## config.mk

```make
export PLATFORM = sky130hd
export DESIGN_NAME = key_prefix_length_encoder
export DESIGN_NICKNAME = d
export VERILOG_FILES = /design/src/sv/kple_pkg.sv /design/src/sv/kple_ram.sv /design/src/sv/kple_addr.sv /design/src/sv/kple_match.sv /design/src/sv/key_prefix_length_encoder.sv
export SDC_FILE = /design/constraint.sdc
export NUM_CORES = 2
export LEC_CHECK = 0
export BUFFER_PORTS_ARGS = -buffer_cell sky130_fd_sc_hd__buf_4
export CAP_MARGIN = 20
export CORE_ASPECT_RATIO = 0.9
export CORE_MARGIN = 2
export CORE_UTILIZATION = 60
export CTS_CLUSTER_DIAMETER = 200
export DETAILED_ROUTE_END_ITERATION = 16
export PLACE_DENSITY_LB_ADDON = 0.08
export SYNTH_ARGS = -nofsm -noshare
export SYNTH_HDL_FRONTEND = slang
export SYNTH_SLANG_ARGS = --single-unit
```

## constraint.sdc

```tcl
create_clock -name clk -period 5.7 [get_ports clk]
set_clock_uncertainty 0.05 [all_clocks]
set_input_delay 0.57 -clock clk [delete_from_list [all_inputs] [get_ports clk]]
set_output_delay 0.57 -clock clk [all_outputs]
set_load 0.05 [all_outputs]
```

## src/sv/kple_pkg.sv

```systemverilog
package kple_pkg;

  // Default depth of the previous-key store
  localparam int unsigned MAX_KEY_BYTES_DEF = 255;

  // Field widths
  localparam int unsigned BYTE_W = 8;
  localparam int unsigned PFX_W  = 8;
  localparam int unsigned KLEN_W = 12;
  localparam int unsigned SLEN_W = 8;

  // Key length saturation point
  localparam logic [KLEN_W-1:0] KLEN_SAT = 12'd4095;

  // Configuration register indexes
  localparam int unsigned CFG_ADDR_W = 1;
  localparam logic [CFG_ADDR_W-1:0] CFG_MIN_PREFIX = 1'd0;
  localparam logic [CFG_ADDR_W-1:0] CFG_UPDATE_GAP = 1'd1;

  // Reset values of the configuration registers
  localparam logic [PFX_W-1:0] MIN_PREFIX_RST = 8'd4;
  localparam logic [PFX_W-1:0] UPDATE_GAP_RST = 8'd10;

  // Byte handed from the address stage to the compare stage
  typedef struct packed {
    logic              valid;
    logic              last;
    logic              cmp_ok;
    logic [BYTE_W-1:0] key_byte;
    logic [KLEN_W-1:0] klen;
  } kple_byte_t;

endpackage

```

## src/sv/kple_ram.sv

```systemverilog
module kple_ram #(
  parameter int unsigned WIDTH = 8,
  parameter int unsigned DEPTH = 255
) (
  input  logic                     clk,
  input  logic                     we,
  input  logic [$clog2(DEPTH)-1:0] waddr,
  input  logic [WIDTH-1:0]         wdata,
  input  logic                     re,
  input  logic [$clog2(DEPTH)-1:0] raddr,
  output logic [WIDTH-1:0]         rdata
);

  logic [WIDTH-1:0] mem [DEPTH];
  logic [WIDTH-1:0] rdata_r;

  // Read-first: a read and a write to the same entry return the old data
  always_ff @(posedge clk) begin
    if (we) begin
      mem[waddr] <= wdata;
    end
    if (re) begin
      rdata_r <= mem[raddr];
    end
  end

  assign rdata = rdata_r;

endmodule

```

## src/sv/kple_addr.sv

```systemverilog
module kple_addr #(
  parameter int unsigned MAX_KEY_BYTES = kple_pkg::MAX_KEY_BYTES_DEF
) (
  input  logic                             clk,
  input  logic                             rst_n,
  input  logic                             accept,
  input  logic                             advance,
  input  logic [kple_pkg::BYTE_W-1:0]      key_byte,
  input  logic                             last_byte,
  output logic                             ram_we,
  output logic [$clog2(MAX_KEY_BYTES)-1:0] ram_addr,
  output logic [kple_pkg::BYTE_W-1:0]      ram_wdata,
  output kple_pkg::kple_byte_t             s1
);

  localparam int unsigned AW = $clog2(MAX_KEY_BYTES);
  localparam logic [kple_pkg::KLEN_W-1:0] MAX_IDX = kple_pkg::KLEN_W'(MAX_KEY_BYTES);

  logic [kple_pkg::KLEN_W-1:0] byte_index_r, byte_index_nxt;
  logic [kple_pkg::SLEN_W-1:0] stored_len_r, stored_len_nxt;
  kple_pkg::kple_byte_t        s1_r, s1_nxt;
  logic [kple_pkg::KLEN_W-1:0] klen;
  logic                        in_store;

  // Position of this byte, key length so far and store bound
  always_comb begin
    in_store = byte_index_r < MAX_IDX;
    klen = (byte_index_r >= kple_pkg::KLEN_SAT) ? kple_pkg::KLEN_SAT
                                                : byte_index_r + 1'b1;
  end

  // Read and overwrite the same entry of the previous key
  assign ram_we    = accept && in_store;
  assign ram_addr  = byte_index_r[AW-1:0];
  assign ram_wdata = key_byte;

  // Advance the byte position and the stored key length
  always_comb begin
    byte_index_nxt = byte_index_r;
    stored_len_nxt = stored_len_r;
    if (accept) begin
      if (last_byte) begin
        byte_index_nxt = '0;
        stored_len_nxt = (klen > MAX_IDX) ? kple_pkg::SLEN_W'(MAX_KEY_BYTES)
                                          : klen[kple_pkg::SLEN_W-1:0];
      end else begin
        byte_index_nxt = klen;
      end
    end
  end

  // Hand the byte to the compare stage, aligned with the read data
  always_comb begin
    s1_nxt = s1_r;
    if (advance) begin
      s1_nxt.valid    = accept;
      s1_nxt.last     = last_byte;
      s1_nxt.cmp_ok   = in_store &&
                        (byte_index_r < {{(kple_pkg::KLEN_W-kple_pkg::SLEN_W){1'b0}},
                                         stored_len_r});
      s1_nxt.key_byte = key_byte;
      s1_nxt.klen     = klen;
    end
  end

  always_ff @(posedge clk) begin
    if (!rst_n) begin
      byte_index_r <= '0;
      stored_len_r <= '0;
      s1_r         <= '0;
    end else begin
      byte_index_r <= byte_index_nxt;
      stored_len_r <= stored_len_nxt;
      s1_r         <= s1_nxt;
    end
  end

  assign s1 = s1_r;

endmodule

```

## src/sv/kple_match.sv

```systemverilog
module kple_match (
  input  logic                            clk,
  input  logic                            rst_n,
  input  kple_pkg::kple_byte_t            s1,
  input  logic [kple_pkg::BYTE_W-1:0]     rd_byte,
  input  logic [kple_pkg::PFX_W-1:0]      min_prefix,
  input  logic [kple_pkg::PFX_W-1:0]      update_gap,
  input  logic                            out_ready,
  output logic                            advance,
  output logic                            out_valid,
  output logic [kple_pkg::PFX_W-1:0]      prefix_len,
  output logic [kple_pkg::KLEN_W-1:0]     key_len
);

  logic [kple_pkg::PFX_W-1:0]  match_count_r, match_count_nxt;
  logic                        still_r, still_nxt;
  logic [kple_pkg::PFX_W-1:0]  prior_r, prior_nxt;
  logic                        out_valid_r, out_valid_nxt;
  logic [kple_pkg::PFX_W-1:0]  prefix_len_r, prefix_len_nxt;
  logic [kple_pkg::KLEN_W-1:0] key_len_r, key_len_nxt;
  logic [kple_pkg::PFX_W-1:0]  match_upd;
  logic                        still_upd;
  logic [kple_pkg::PFX_W:0]    prior_plus_gap;
  logic [kple_pkg::PFX_W-1:0]  pfx;
  logic                        emit;

  // Stall only when a finished key cannot leave for the output register
  assign advance = !(s1.valid && s1.last && out_valid_r && !out_ready);
  assign emit    = advance && s1.valid && s1.last;

  // Compare against the previous key's byte at the same position
  always_comb begin
    match_upd = match_count_r;
    still_upd = still_r;
    if (still_r && s1.cmp_ok && (rd_byte == s1.key_byte)) begin
      match_upd = match_count_r + 1'b1;
    end else begin
      still_upd = 1'b0;
    end
  end

  // Apply the minimum and the growth gap rules
  always_comb begin
    prior_plus_gap = {1'b0, prior_r} + {1'b0, update_gap};
    if (match_upd < min_prefix) begin
      pfx = '0;
    end else if ((prior_r != '0) && (match_upd > prior_r) &&
                 ({1'b0, match_upd} < prior_plus_gap)) begin
      pfx = prior_r;
    end else begin
      pfx = match_upd;
    end
  end

  // Update match state and load the output register
  always_comb begin
    match_count_nxt = match_count_r;
    still_nxt       = still_r;
    prior_nxt       = prior_r;
    out_valid_nxt   = out_valid_r && !out_ready;
    prefix_len_nxt  = prefix_len_r;
    key_len_nxt     = key_len_r;
    if (advance && s1.valid) begin
      if (s1.last) begin
        match_count_nxt = '0;
        still_nxt       = 1'b1;
        prior_nxt       = pfx;
      end else begin
        match_count_nxt = match_upd;
        still_nxt       = still_upd;
      end
    end
    if (emit) begin
      out_valid_nxt  = 1'b1;
      prefix_len_nxt = pfx;
      key_len_nxt    = s1.klen;
    end
  end

  always_ff @(posedge clk) begin
    if (!rst_n) begin
      match_count_r <= '0;
      still_r       <= 1'b1;
      prior_r       <= '0;
      out_valid_r   <= 1'b0;
    end else begin
      match_count_r <= match_count_nxt;
      still_r       <= still_nxt;
      prior_r       <= prior_nxt;
      out_valid_r   <= out_valid_nxt;
    end
  end

  // Payload needs no reset
  always_ff @(posedge clk) begin
    prefix_len_r <= prefix_len_nxt;
    key_len_r    <= key_len_nxt;
  end

  assign out_valid  = out_valid_r;
  assign prefix_len = prefix_len_r;
  assign key_len    = key_len_r;

endmodule

```

## src/sv/key_prefix_length_encoder.sv

```systemverilog
// Front-coding prefix length encoder for a stream of sorted keys.
// Input channel in_*: one key byte per transfer in in_tdata, in_tlast set on
// the final byte of each key. Keys are never empty.
// Result channel out_*: one transfer per key, carrying the prefix length
// shared with the previous key (after the minimum and growth-gap rules) and
// the key length, saturating at 4095.
// Configuration: cfg_we writes cfg_wdata into register cfg_addr
// (0 = min_prefix, 1 = update_gap); write only while the block is idle.
// Throughput: one byte per cycle while in_tready is high; each accepted byte
// reads its previous-key entry, which is overwritten in the same cycle if in
// the store (read-first). Results go via the s1 and output registers.
// Stalls: with out_tready low, bytes keep flowing until a finished key finds
// the output register still full; then in_tready drops until it drains.
// Reset: rst_n clears the byte position, stored length, match state and the
// previous prefix, and restores min_prefix = 4 and update_gap = 10. The
// key memory is not cleared; only entries already written are ever compared.
module key_prefix_length_encoder #(
  parameter int unsigned MAX_KEY_BYTES = kple_pkg::MAX_KEY_BYTES_DEF
) (
  input  logic                              clk,
  input  logic                              rst_n,
  input  logic                              in_tvalid,
  output logic                              in_tready,
  input  logic [7:0]                        in_tdata,  // [7:0] key_byte
  input  logic                              in_tlast,  // last_byte
  output logic                              out_tvalid,
  input  logic                              out_tready,
  output logic [23:0]                       out_tdata, // [7:0] prefix_len, [19:8] key_len
  input  logic                              cfg_we,
  input  logic [kple_pkg::CFG_ADDR_W-1:0]   cfg_addr,
  input  logic [kple_pkg::PFX_W-1:0]        cfg_wdata
);

  localparam int unsigned AW = $clog2(MAX_KEY_BYTES);

  logic [kple_pkg::PFX_W-1:0]  min_prefix_r, min_prefix_nxt;
  logic [kple_pkg::PFX_W-1:0]  update_gap_r, update_gap_nxt;
  logic                        advance;
  logic                        accept;
  logic                        ram_we;
  logic [AW-1:0]               ram_addr;
  logic [kple_pkg::BYTE_W-1:0] ram_wdata;
  logic [kple_pkg::BYTE_W-1:0] ram_rdata;
  kple_pkg::kple_byte_t        s1;
  logic [kple_pkg::PFX_W-1:0]  prefix_len;
  logic [kple_pkg::KLEN_W-1:0] key_len;

  // Configuration register writes
  always_comb begin
    min_prefix_nxt = min_prefix_r;
    update_gap_nxt = update_gap_r;
    if (cfg_we) begin
      unique case (cfg_addr)
        kple_pkg::CFG_MIN_PREFIX: min_prefix_nxt = cfg_wdata;
        kple_pkg::CFG_UPDATE_GAP: update_gap_nxt = cfg_wdata;
        default: ;
      endcase
    end
  end

  always_ff @(posedge clk) begin
    if (!rst_n) begin
      min_prefix_r <= kple_pkg::MIN_PREFIX_RST;
      update_gap_r <= kple_pkg::UPDATE_GAP_RST;
    end else begin
      min_prefix_r <= min_prefix_nxt;
      update_gap_r <= update_gap_nxt;
    end
  end

  assign in_tready = advance;
  assign accept    = in_tvalid && advance;

  kple_addr #(
    .MAX_KEY_BYTES(MAX_KEY_BYTES)
  ) u_addr (
    .clk       (clk),
    .rst_n     (rst_n),
    .accept    (accept),
    .advance   (advance),
    .key_byte  (in_tdata),
    .last_byte (in_tlast),
    .ram_we    (ram_we),
    .ram_addr  (ram_addr),
    .ram_wdata (ram_wdata),
    .s1        (s1)
  );

  kple_ram #(
    .WIDTH(kple_pkg::BYTE_W),
    .DEPTH(MAX_KEY_BYTES)
  ) u_key_ram (
    .clk   (clk),
    .we    (ram_we),
    .waddr (ram_addr),
    .wdata (ram_wdata),
    .re    (accept),
    .raddr (ram_addr),
    .rdata (ram_rdata)
  );

  kple_match u_match (
    .clk        (clk),
    .rst_n      (rst_n),
    .s1         (s1),
    .rd_byte    (ram_rdata),
    .min_prefix (min_prefix_r),
    .update_gap (update_gap_r),
    .out_ready  (out_tready),
    .advance    (advance),
    .out_valid  (out_tvalid),
    .prefix_len (prefix_len),
    .key_len    (key_len)
  );

  assign out_tdata = {4'b0000, key_len, prefix_len};

endmodule
```

==> results.txt <==
Status: completed
Worst Setup End Kind: register
Clock Path Buffers: 3
H-tree levels: 4
Flops & latches, synth: 2145
PD cells: 335 mW/mm^2
Layout Utilization: 66.9%
DP HPWL: 128000 um
Starting DRT DRC Count: 5756
WP data required: 6120 ps
Fmax: 0.221 GHz
Final worst slack: 1170 ps
Crit path arrival time: 4950 ps
Diodes inserted: 0
Die area: 0.143 sq mm
Starting Density: 60.3%
DIE WIDTH: 399 um
Clk pin slew, worst setup/hold paths: 60 ps
Fillers: 8922
R2R depth: 8
Core area: 0.139 sq mm
Final TNS setup: 0 ps
Synthesized cell area: 0.0841 sq mm
Global-route wire length before repair: 305000 um
Total length of routed met3 wires: 20600 um
Peak supply drop: 0.284 mV
DR pass1 iterations: 6
Pin count of the biggest net entering global routing: 151
Core Rows: 130
Root Buffer: clkbuf_16
Area Growth Syn to Fin: 10.9%
Capturing point of the worst reg2reg path: u_key_ram.rdata[4]$_DFFE_PP_
Global-route usage over all layers: 30.1%
Post-CTS repair timing setup buffer count: 0
CP endpoint: u_key_ram.rdata[4]$_DFFE_PP_
CTS buffer count: 203
Crit path launch type: register
Worst-Margin Slew: 1130 ps
Post-synth EDFFs: 2068
Leakage: 28.5 nW
Die Height: 359 um
Fin. max-slew vios: 0
Met1 wire length: 85000 um
DRC: 0
Highest Signal Layer: met4
Yosys warns: 0
Clk_lat worst skew: 810 ps
Final setup fails: 0
Rel. slew slack: 24.1%
Critical Path Source: u_addr.byte_index_r[0]$_SDFFE_PN0P_
Synth cell types: 68
Final nets: 4345
Critical R2R Launch: u_addr.byte_index_r[0]$_SDFFE_PN0P_
Sequential-to-total area share from yosys stat: 75.7%
CTS tree: yes
Pre-CTS WS: 1210 ps
Critical path class: register to register
Vias after detailed routing: 42700
RSZ-0062 raised after global routing: no
Antenna-violating nets left: 0
Final Hold Vio Count: 0
Port bufs: 44
Initial antenna violation count: 1
Share of layout cells above drive strength 1: 23.3%
Final Routed Wirelength: 213000 um
Synth Instances: 4116
Max Cap Viol: 0
Tmin final: 4530 ps
Fin crit share: 79.5%
Vias in the first global route: 41700
WL/cell: 33.8 um
Dpl cell area: 0.0869 sq mm
Sequential cell area: 0.0637 sq mm
Async SR Flop Fraction: 0%
Global route overflow: 0
Met2 WL: 99100 um
Vias/cell: 6.79
RePlAce Congestion: 0.884
Mean Syn Cell Area: 20.4 sq um
Hold Path Cell Cnt: 4
Post-synth top flop: edfxtp_1
Footprint of the multi-input gates: 0.0191 sq mm
CTS Sinks: 2145
Post-route cell area: 0.0933 sq mm
Worst R2R Setup Slack: 1170 ps
Worst-path maximum fanout: 62
Min-delay worst type: input port to register
I/O pin count: 49
## sequential cells by signal, summed over array words and instances, names as in the netlist
signal and count:
u_key_ram.mem 2040, min_prefix_r 8, u_match.match_count_r 8, u_match.prior_r 8
u_addr.s1 23, u_addr.byte_index_r 12, u_key_ram.rdata 8, u_addr.stored_len_r 8
update_gap_r 8, u_match.still_r 1, u_match.prefix_len 8, u_match.key_len 12
u_match.out_valid 1
## synth_stat cells, types with 9 or more instances
cell type  count  area [sq um]
buf_4         28           210
xnor2_1       21           184
edfxtp_1    2068         62100
nand2b_1      12          75.1
inv_1         42           158
nor2_1       324          1220
nor3_1        29           145
a221oi_1      25           219
dfxtp_1       77          1540
mux4_2       546         12300
a211oi_1      13          97.6
nand2_1      160           601
nor2b_1       17           106
a22oi_1       86           646
a21o_1        10          75.1
a21oi_1       94           470
a22o_1        29           254
nand3_1       31           155
o21ai_0       33           165
buf_6         30           338
o31ai_1        9          67.6
buf_2         46           230
o22ai_1       14          87.6
nand4_1       22           138
ha_1          42           526
clkbuf_1      99           372
buf_1         31           116
mux2i_1       44           440
## cell usage in the layout, fill, tap and decap left out, types with 29 or more instances in the layout
cell type and count:
a21oi_1 94, a22o_1 29, nand2_1 150, mux4_2 546, a22oi_1 86, o21ai_0 33, mux2i_1 44, clkinv_2 39
clkbuf_16 210, clkbuf_1 61, buf_4 138, nor3_1 29, edfxtp_1 2068, nand3_1 31, ha_1 42, nor2_1 322
clkinv_1 34, inv_1 42, dfxtp_1 72
## report_power, final
group / leakage (nW) / switching (mW) / total, mW / internal, mW
clock network: 3.07 / 5.65 / 12.9 / 7.21
registers: 19.2 / 0.0233 / 17.3 / 17.3
logic: 6.15 / 0.670 / 1.06 / 0.385
## worst min-delay path by stage
stage,from,end,slack [ps]
after CTS,cfg_addr,min_prefix_r[1]$_SDFFE_PN0P_,70
after global routing,cfg_addr,min_prefix_r[1]$_SDFFE_PN0P_,140
final,cfg_addr,min_prefix_r[7]$_SDFFE_PN0P_,130
after floorplan,u_addr.s1[4]$_SDFFE_PN0N_,u_match.key_len[4]$_DFFE_PP_,350
after detailed placement,u_addr.s1[1]$_SDFFE_PN0N_,u_match.key_len[1]$_DFFE_PP_,370
after global placement,u_addr.s1[6]$_SDFFE_PN0N_,u_match.key_len[6]$_DFFE_PP_,380
## metrics by stage
| stage | hold WS [ps] | power (mW) | std cells |
|---|---|---|---|
| finish | 131 | 31.2 | 6287 |
| global route | 138 | 32.0 | 6287 |
| CTS | 68.4 | 31.3 | 6284 |
| detailed placement | 374 | 18.7 | 5904 |
| global placement | 376 | 18.7 | 5903 |
| floorplan | 353 | 18.2 | 4119 |
## critical path: stages, from the launching register on
cell and delay, ps:
dfxtp_4 630, buf_12 480, buf_4 440, mux4_2 550, mux2_2 270, a31oi_1 560, nand4_1 170, a221oi_1 650
o211ai_1 310
## area by class of cell
class                      instances  area share, %
clock buffer                     274           5.92
clock inverter                    91          0.755
inverter                          44          0.177
multi-input combinational       1696           20.5
sequential                      2145           68.2
tap                             1848           2.48
timing repair buffer             189           1.95
## per-layer routing
layer	GRT usage, %	vias up
met5	0	-
met4	10.4	0
met3	6.02	391
met2	44.7	2382
met1	45.6	22500
li1	-	17300
## logic make-up (layout without fill, tap and decap cells)
family / count (synthesis) / after routing / share of synthesized area (%)
adders and majority gates: 43 / 43 / 0.649
DFF: 2145 / 2145 / 75.7
muxes: 598 / 598 / 15.2
xor gates and xnor gates: 25 / 25 / 0.260
and+or+nand+nor: 640 / 640 / 3.27
buffers and inverters: 278 / 598 / 1.70
AOI/OAI and AO/OA: 386 / 386 / 3.21
other: 1 / 4 / 0.00446
## timing repair
| item | 4_1_cts | 5_1_grt |
|---|---|---|
| gates resized for setup | 0 | 0 |
| endpoints found under the hold margin | 20 | 0 |
| endpoints found under the setup margin | 0 | 0 |
| hold buffers | 15 | 0 |
Note: power is estimated with default switching activity, not from simulation.
